$ cat src/hw/rtl/biquad_pkg.sv
// biquad_pkg: shared types, constants and codes of the biquad iir filter unit
`timescale 1ns / 1ps

package biquad_pkg;

  // sample format is fixed by the payload structs
  localparam int SAMPLE_WIDTH  = 16;
  localparam int COEF_WIDTH_DEF = 32;
  localparam int ACC_WIDTH_DEF  = 48;
  localparam int CFG_IDX_WIDTH  = 3;

  // configuration register indexes, also used as coefficient selects
  typedef enum logic [CFG_IDX_WIDTH-1:0] {
    REG_B0 = 3'd0,
    REG_B1 = 3'd1,
    REG_B2 = 3'd2,
    REG_A1 = 3'd3,
    REG_A2 = 3'd4
  } cfg_reg_e;

  typedef enum logic [2:0] {
    ST_IDLE,
    ST_MUL_B0,
    ST_ROUND,
    ST_N1_ADD,
    ST_N1_SUB,
    ST_N2_ADD,
    ST_N2_SUB
  } bq_state_e;

  typedef struct packed {
    logic signed [SAMPLE_WIDTH-1:0] sample_in;
    logic                           clear_history;
  } bq_in_t;

  typedef struct packed {
    logic signed [SAMPLE_WIDTH-1:0] sample_out;
    logic                           clipped;
  } bq_out_t;

  // controller to datapath commands
  typedef struct packed {
    logic     load_in;     // capture request, clear delays if asked
    cfg_reg_e coef_sel;    // multiplier coefficient operand
    logic     mul_y;       // multiplier sample operand: 1 = output, 0 = input
    logic     prod_en;     // register multiplier result
    logic     y_en;        // round and saturate output
    logic     acc_en;      // accumulate product
    logic     acc_add_d2;  // accumulate adds second delay term
    logic     d1_en;       // write first delay term
    logic     d2_en;       // write second delay term
    logic     out_en;      // load result register
  } bq_cmd_t;

endpackage

$ cat src/hw/rtl/biquad_ctrl.sv
// biquad_ctrl: sequencer for one sample through the shared multiplier
`timescale 1ns / 1ps

module biquad_ctrl import biquad_pkg::*; (
  input  logic    clk_i,
  input  logic    rst_ni,
  input  logic    in_valid_i,
  output logic    in_ready_o,
  output logic    out_valid_o,
  input  logic    out_ready_i,
  output bq_cmd_t cmd_o
);

  bq_state_e state_q, state_d;
  logic      out_valid_q, out_valid_d;
  logic      out_free;

  assign out_free = !out_valid_q || out_ready_i;

  always_ff @(posedge clk_i or negedge rst_ni) begin
    if (!rst_ni) begin
      state_q     <= ST_IDLE;
      out_valid_q <= 1'b0;
    end else begin
      state_q     <= state_d;
      out_valid_q <= out_valid_d;
    end
  end

  always_comb begin
    state_d     = state_q;
    out_valid_d = out_valid_q && !out_ready_i;
    cmd_o       = '0;
    cmd_o.coef_sel = REG_B0;
    in_ready_o  = 1'b0;
    case (state_q)
      ST_IDLE: begin
        in_ready_o    = 1'b1;
        cmd_o.load_in = in_valid_i;
        if (in_valid_i) begin
          state_d = ST_MUL_B0;
        end
      end
      ST_MUL_B0: begin
        cmd_o.coef_sel = REG_B0;
        cmd_o.prod_en  = 1'b1;
        state_d        = ST_ROUND;
      end
      ST_ROUND: begin
        cmd_o.y_en     = 1'b1;
        cmd_o.coef_sel = REG_B1;
        cmd_o.prod_en  = 1'b1;
        state_d        = ST_N1_ADD;
      end
      ST_N1_ADD: begin
        cmd_o.acc_en     = 1'b1;
        cmd_o.acc_add_d2 = 1'b1;
        cmd_o.coef_sel   = REG_A1;
        cmd_o.mul_y      = 1'b1;
        cmd_o.prod_en    = 1'b1;
        state_d          = ST_N1_SUB;
      end
      ST_N1_SUB: begin
        cmd_o.d1_en    = 1'b1;
        cmd_o.coef_sel = REG_B2;
        cmd_o.prod_en  = 1'b1;
        state_d        = ST_N2_ADD;
      end
      ST_N2_ADD: begin
        cmd_o.acc_en   = 1'b1;
        cmd_o.coef_sel = REG_A2;
        cmd_o.mul_y    = 1'b1;
        cmd_o.prod_en  = 1'b1;
        state_d        = ST_N2_SUB;
      end
      ST_N2_SUB: begin
        // hold here while the previous result has not been taken
        if (out_free) begin
          cmd_o.d2_en  = 1'b1;
          cmd_o.out_en = 1'b1;
          out_valid_d  = 1'b1;
          state_d      = ST_IDLE;
        end
      end
      default: begin
        state_d = ST_IDLE;
      end
    endcase
  end

  assign out_valid_o = out_valid_q;

endmodule

$ cat src/hw/rtl/biquad_dp.sv
// biquad_dp: coefficients, shared multiplier, accumulator and delay terms
`timescale 1ns / 1ps

module biquad_dp import biquad_pkg::*; #(
  parameter int COEF_WIDTH = COEF_WIDTH_DEF,
  parameter int ACC_WIDTH  = ACC_WIDTH_DEF
) (
  input  logic                     clk_i,
  input  logic                     rst_ni,
  input  logic                     cfg_we_i,
  input  logic [CFG_IDX_WIDTH-1:0] cfg_idx_i,
  input  logic [COEF_WIDTH-1:0]    cfg_data_i,
  input  bq_in_t                   in_data_i,
  input  bq_cmd_t                  cmd_i,
  output bq_out_t                  out_data_o
);

  localparam int ProdWidth = COEF_WIDTH + SAMPLE_WIDTH;
  localparam int SumWidth  = ((ProdWidth > ACC_WIDTH) ? ProdWidth : ACC_WIDTH) + 2;
  localparam int RndShift  = COEF_WIDTH - 4;

  logic signed [COEF_WIDTH-1:0]   b0_q, b1_q, b2_q, a1_q, a2_q;
  logic signed [SAMPLE_WIDTH-1:0] x_q, y_q;
  logic signed [ACC_WIDTH-1:0]    d1_q, d2_q;
  logic signed [ProdWidth-1:0]    prod_q, prod_d;
  logic signed [SumWidth-1:0]     acc_q, acc_d;
  logic                           clip_q;
  bq_out_t                        out_q;

  logic signed [COEF_WIDTH-1:0]   mul_a;
  logic signed [SAMPLE_WIDTH-1:0] mul_b;
  logic signed [SumWidth-1:0]     rnd_sum, y_wide, dly_sum;
  logic [SumWidth-SAMPLE_WIDTH:0] y_hi;
  logic [SumWidth-ACC_WIDTH:0]    dly_hi;
  logic                           y_ovf, dly_ovf;
  logic signed [SAMPLE_WIDTH-1:0] y_sat;
  logic signed [ACC_WIDTH-1:0]    dly_sat;

  // coefficient registers
  always_ff @(posedge clk_i or negedge rst_ni) begin
    if (!rst_ni) begin
      b0_q <= COEF_WIDTH'(1) << RndShift;
      b1_q <= '0;
      b2_q <= '0;
      a1_q <= '0;
      a2_q <= '0;
    end else if (cfg_we_i) begin
      case (cfg_idx_i)
        REG_B0:  b0_q <= cfg_data_i;
        REG_B1:  b1_q <= cfg_data_i;
        REG_B2:  b2_q <= cfg_data_i;
        REG_A1:  a1_q <= cfg_data_i;
        REG_A2:  a2_q <= cfg_data_i;
        default: ;
      endcase
    end
  end

  // shared multiplier
  always_comb begin
    case (cmd_i.coef_sel)
      REG_B0:  mul_a = b0_q;
      REG_B1:  mul_a = b1_q;
      REG_B2:  mul_a = b2_q;
      REG_A1:  mul_a = a1_q;
      REG_A2:  mul_a = a2_q;
      default: mul_a = '0;
    endcase
  end

  assign mul_b  = cmd_i.mul_y ? y_q : x_q;
  assign prod_d = mul_a * mul_b;

  // output rounding: add half, floor shift, saturate
  assign rnd_sum = SumWidth'(prod_q) + SumWidth'(d1_q) + (SumWidth'(1) <<< (RndShift - 1));
  assign y_wide  = rnd_sum >>> RndShift;
  assign y_hi    = y_wide[SumWidth-1:SAMPLE_WIDTH-1];
  assign y_ovf   = !((&y_hi) || !(|y_hi));
  assign y_sat   = y_ovf ? (y_wide[SumWidth-1] ? {1'b1, {(SAMPLE_WIDTH-1){1'b0}}}
                                               : {1'b0, {(SAMPLE_WIDTH-1){1'b1}}})
                         : y_wide[SAMPLE_WIDTH-1:0];

  // delay update: accumulated feedforward minus feedback product, saturate
  assign acc_d   = SumWidth'(prod_q) + (cmd_i.acc_add_d2 ? SumWidth'(d2_q) : '0);
  assign dly_sum = acc_q - SumWidth'(prod_q);
  assign dly_hi  = dly_sum[SumWidth-1:ACC_WIDTH-1];
  assign dly_ovf = !((&dly_hi) || !(|dly_hi));
  assign dly_sat = dly_ovf ? (dly_sum[SumWidth-1] ? {1'b1, {(ACC_WIDTH-1){1'b0}}}
                                                  : {1'b0, {(ACC_WIDTH-1){1'b1}}})
                           : dly_sum[ACC_WIDTH-1:0];

  // delay terms
  always_ff @(posedge clk_i or negedge rst_ni) begin
    if (!rst_ni) begin
      d1_q <= '0;
      d2_q <= '0;
    end else begin
      if (cmd_i.load_in && in_data_i.clear_history) begin
        d1_q <= '0;
        d2_q <= '0;
      end else begin
        if (cmd_i.d1_en) begin
          d1_q <= dly_sat;
        end
        if (cmd_i.d2_en) begin
          d2_q <= dly_sat;
        end
      end
    end
  end

  // working registers
  always_ff @(posedge clk_i) begin
    if (cmd_i.load_in) begin
      x_q    <= in_data_i.sample_in;
      clip_q <= 1'b0;
    end else begin
      if (cmd_i.y_en) begin
        clip_q <= clip_q | y_ovf;
      end else if (cmd_i.d1_en) begin
        clip_q <= clip_q | dly_ovf;
      end
    end
    if (cmd_i.prod_en) begin
      prod_q <= prod_d;
    end
    if (cmd_i.y_en) begin
      y_q <= y_sat;
    end
    if (cmd_i.acc_en) begin
      acc_q <= acc_d;
    end
    if (cmd_i.out_en) begin
      out_q.sample_out <= y_q;
      out_q.clipped    <= clip_q | dly_ovf;
    end
  end

  assign out_data_o = out_q;

endmodule

$ cat src/hw/rtl/biquad_iir_filter_unit.sv
// biquad_iir_filter_unit: top level of the fixed-point transposed direct form ii biquad
`timescale 1ns / 1ps

// channel   direction  handshake                   payload
// in        request    in_valid_i / in_ready_o      in_data_i  (sample_in, clear_history)
// out       result     out_valid_o / out_ready_i    out_data_o (sample_out, clipped)
// cfg       write      cfg_we_i, no wait            cfg_idx_i, cfg_data_i
//
// a request is taken in the idle step, then five products go through one shared
// coefficient-by-sample multiplier, each registered before it is added, so a new
// request is taken only once the previous one has reached the result register.
// rst_ni clears the sequencer, result valid, both delay terms and loads the
// coefficient reset values (b0 = 1.0, others 0). a request is taken while the
// previous result still waits; if that result is still not taken when the next
// one is done, the sequencer holds in its last step until the output register frees.

module biquad_iir_filter_unit import biquad_pkg::*; #(
  parameter int COEF_WIDTH = COEF_WIDTH_DEF,
  parameter int ACC_WIDTH  = ACC_WIDTH_DEF
) (
  input  logic                     clk_i,
  input  logic                     rst_ni,
  // configuration writes
  input  logic                     cfg_we_i,
  input  logic [CFG_IDX_WIDTH-1:0] cfg_idx_i,
  input  logic [COEF_WIDTH-1:0]    cfg_data_i,
  // sample requests
  input  logic                     in_valid_i,
  output logic                     in_ready_o,
  input  bq_in_t                   in_data_i,
  // filtered results
  output logic                     out_valid_o,
  input  logic                     out_ready_i,
  output bq_out_t                  out_data_o
);

  // command bundle from the sequencer to the datapath
  bq_cmd_t cmd;

  // sequencer: walks b0*x, round, b1*x, a1*y, b2*x, a2*y and owns both handshakes
  biquad_ctrl u_ctrl (
    .clk_i       (clk_i),
    .rst_ni      (rst_ni),
    .in_valid_i  (in_valid_i),
    .in_ready_o  (in_ready_o),
    .out_valid_o (out_valid_o),
    .out_ready_i (out_ready_i),
    .cmd_o       (cmd)
  );

  // datapath: coefficient registers, multiplier, accumulator, delay terms, result
  biquad_dp #(
    .COEF_WIDTH (COEF_WIDTH),
    .ACC_WIDTH  (ACC_WIDTH)
  ) u_dp (
    .clk_i      (clk_i),
    .rst_ni     (rst_ni),
    .cfg_we_i   (cfg_we_i),
    .cfg_idx_i  (cfg_idx_i),
    .cfg_data_i (cfg_data_i),
    .in_data_i  (in_data_i),
    .cmd_i      (cmd),
    .out_data_o (out_data_o)
  );

endmodule

$ cat config.mk
export PLATFORM = sky130hd
export DESIGN_NAME = biquad_iir_filter_unit
export DESIGN_NICKNAME = d
export VERILOG_FILES = /design/src/hw/rtl/biquad_pkg.sv /design/src/hw/rtl/biquad_ctrl.sv /design/src/hw/rtl/biquad_dp.sv /design/src/hw/rtl/biquad_iir_filter_unit.sv
export SDC_FILE = /design/constraint.sdc
export NUM_CORES = 2
export LEC_CHECK = 0
export BUFFER_PORTS_ARGS = -buffer_cell sky130_fd_sc_hd__buf_2
export CAP_MARGIN = 0
export CORE_MARGIN = 4
export CORE_UTILIZATION = 55
export DETAILED_ROUTE_END_ITERATION = 10
export GPL_TIMING_DRIVEN = 0
export PLACE_DENSITY = 0.79
export SLEW_MARGIN = 20
export SYNTH_ARGS = -nofsm -noshare
export SYNTH_HDL_FRONTEND = slang
export SYNTH_SLANG_ARGS = --single-unit
$ cat constraint.sdc
create_clock -name clk_i -period 21.1 [get_ports clk_i]
set_input_delay 3.165 -clock clk_i [delete_from_list [all_inputs] [get_ports clk_i]]
set_output_delay 3.165 -clock clk_i [all_outputs]
set_load 0.03 [all_outputs]
==> flow_metrics.tcl <==
set metrics [dict create \
    first_global_vias 32615 \
    cts_resized 0 \
    htreeDepth 2 \
    path_class "register to register" \
    rsz0062_at_grt "no" \
    drive_above_1_share_pct 9.845 \
    hold_class "register to register" \
    overflow 0 \
    cts_sinks 408 \
    setup_viol 0 \
    ant_nets 0 \
    synth_cell_type_count 98 \
    drt_iter0_drc 2392 \
    timing.final.ws_setup_ps 9603 \
    maxSlewViolCount 0 \
    worstMarginPinSlew_ps 1250 \
    drt_drc_violations_left 0 \
    ys_seq_elements 408 \
    grt_pass1_wl_mm 177.4 \
    synth-seq-area-share_pct 26.45 \
    syn_inst 4322 \
    syn_area_um2 41370 \
    syn_to_final_growth_pct 8.791 \
    cp_slowest_stage_delay_ps 940 \
    status "finished, final reports clean" \
    initial_core_util_pct 55.57 \
    crit_fanout 10 \
    num_rows 100 \
    wl_per_cell_um 20.60 \
    rrSetupSlack_ps 9600 \
    multi_input_area_um2 27520 \
    arrival_ps 11900 \
    via_count 31961 \
    track_usage_pct 28.57 \
    worstSetupEndpointType "register" \
    die_h_um 282.3 \
    synth_edf_count 147 \
    clockBufferDepth 3 \
    final_cell_area_um2 45010 \
    clkLatencyLatePin_ps 610 \
    cts_buffers 44 \
    finalHoldViolCount 0 \
    synth_nets 5126 \
    postPlaceCellArea_um2 43470 \
    crit_path_start_kind "register" \
    cts_root_buf "clkbuf_16" \
    cts_tree "done" \
    drt_first_pass_iters 6 \
    vias_per_cell 5.833 \
    maxCapViolCount 0 \
    ctsHoldBuffers 0 \
    nNetsFinal 5279 \
    crit_required_ps 21500 \
    timing.slew.headroom_pct 14.31 \
    antenna_cells 0 \
    layout_common_cells "inv_1 (664), fa_1 (488), nand2_1 (474)" \
    core_area_um2 74450 \
    ys_async_sr_fraction_pct 63.73 \
    dp_hpwl_mm 92.30 \
    fin_crit_ps 11500 \
    dieArea_um2 79680 \
    slowest_stage "mux2i_1" \
    skew_ps 42.13 \
    tns_ps 0 \
    wl_mm 112.9 \
    fillers 6110 \
    fin_crit_sh_pct 54.49 \
    cts_setup_buffers 0 \
    ios 76 \
    grt_start_max_net_pins 104 \
    antenna_found_initial 0 \
    final_common_cell "inv_1" \
    path_clk_slew_ps 60 \
    fmax_ghz 0.08698 \
    crit_top_cell "fa_1" \
    port_buffers 75 \
    synth_top_flop_cell "dfrtp_1" \
    avgSynthCellArea_um2 9.573 \
    yosys_warnings 0 \
    die_x_um 282.3 \
    regArea_um2 10940 \
    gp_congestion 0.9912 \
    pre_cts_slack_ps 9852 \
]
[final timing paths]
| path | from | end | cells past startpoint |
|---|---|---|---|
| min in group asynchronous | rst_ni | u_dp.b2_q[23] | 1 |
| max in group asynchronous | rst_ni | u_dp.d2_q[2] | 2 |
| max reg2reg | u_ctrl.state_q[2] | u_dp.prod_q[46] | 33 |
| min | u_dp.y_q[15] | u_dp.out_data_o[16] | 0 |
| min reg2reg | u_dp.y_q[15] | u_dp.out_data_o[16] | 0 |
| max | u_ctrl.state_q[2] | u_dp.prod_q[46] | 33 |
[worst max-delay path: cells and delay by family (launching register included)]
kind / cells / cell delay, ps
DFF: 1 / 400
and+or+nand+nor: 8 / 2260
xor gates and xnor gates: 1 / 310
muxes: 1 / 940
AOI/OAI and AO/OA: 8 / 1840
adders and majority gates: 7 / 3420
buffers and inverters: 8 / 2110
[flip-flops by register name (all words and copies together), names as in the netlist]
signal,flops
u_dp.acc_q,50
u_dp.d1_q,48
u_dp.d2_q,48
u_dp.prod_q,48
u_dp.a1_q,32
u_dp.a2_q,32
u_dp.b0_q,32
u_dp.b1_q,32
u_dp.b2_q,32
u_dp.out_data_o,17
u_dp.x_q,16
u_dp.y_q,16
u_ctrl.state_q,3
u_ctrl.out_valid_o,1
u_dp.clip_q,1
[synth_stat cells, types with 6 or more instances]
cell      number  area, um^2
inv_1        665        2496
or3_1         14       87.58
o21bai_1      19       142.6
fa_1         488        9769
a31oi_1       21       131.4
nor3_1        38       190.2
clkbuf_1     119       446.7
mux2i_1       66       660.6
dfrtp_1      259        6481
nand3_1       49       245.2
or2_2          6       37.54
a211oi_1      18       135.1
nand4_1       23       143.9
a221o_1       36       360.4
buf_1         13       48.80
and3_1        24       150.1
a21boi_0       8       60.06
a21o_1       103       773.2
nor3b_1        6       45.04
edfxtp_1     147        4414
o21ai_0      192       960.9
nand2_1      474        1779
nor2_1       428        1607
xnor2_1      113       989.7
o31ai_1        8       60.06
mux2_2       177        1993
a221oi_1      36       315.3
nor2b_1       23       143.9
and2_1        62       387.9
nand2b_1      25       156.4
a21oi_1      169       845.8
o21ai_1       28       140.1
o211ai_1      12       90.09
nor4_1         8       50.05
o21a_1        26       195.2
ha_1         259        3241
xor2_1        50       437.9
[layer usage]
metal,track usage (%),share of wire (%)
met1,36.97,39
met2,47.62,47
met3,5.092,8.2
met4,12.45,5.2
met5,0,0
[cell families (layout without fill, tap and decap cells)]
group	after synthesis	after routing	synth area share, %
compound gates	742	742	11.79
xor+xnor	166	166	3.569
fa+ha+maj	747	747	31.45
buf+inv	809	997	7.464
flops	408	408	26.45
mux	243	243	6.414
simple gates	1207	1207	12.88
[metrics by stage]
stage               instances  hold WS [ps]  utilization [%]
finish                   5479         454.8            60.46
global route             5479         476.4            60.46
CTS                      5477         453.5            60.44
detailed placement       5396         438.5            58.38
global placement         5366         449.5            57.71
floorplan                4322         422.2                -
[layout make-up]
cell class,instances,area share (%)
Multi-Input combinational cell,3105,61.14
Clock inverter,23,0.6004
Clock buffer,58,2.802
Inverter,666,5.554
Sequential cell,408,24.31
Buffer,143,1.309
Timing Repair Buffer,107,1.596
Tap cell,969,2.694
Power is left out: the tool's default activity adds up to more than one toggle a clock period on the data nets, which glitch-free logic cannot reach.
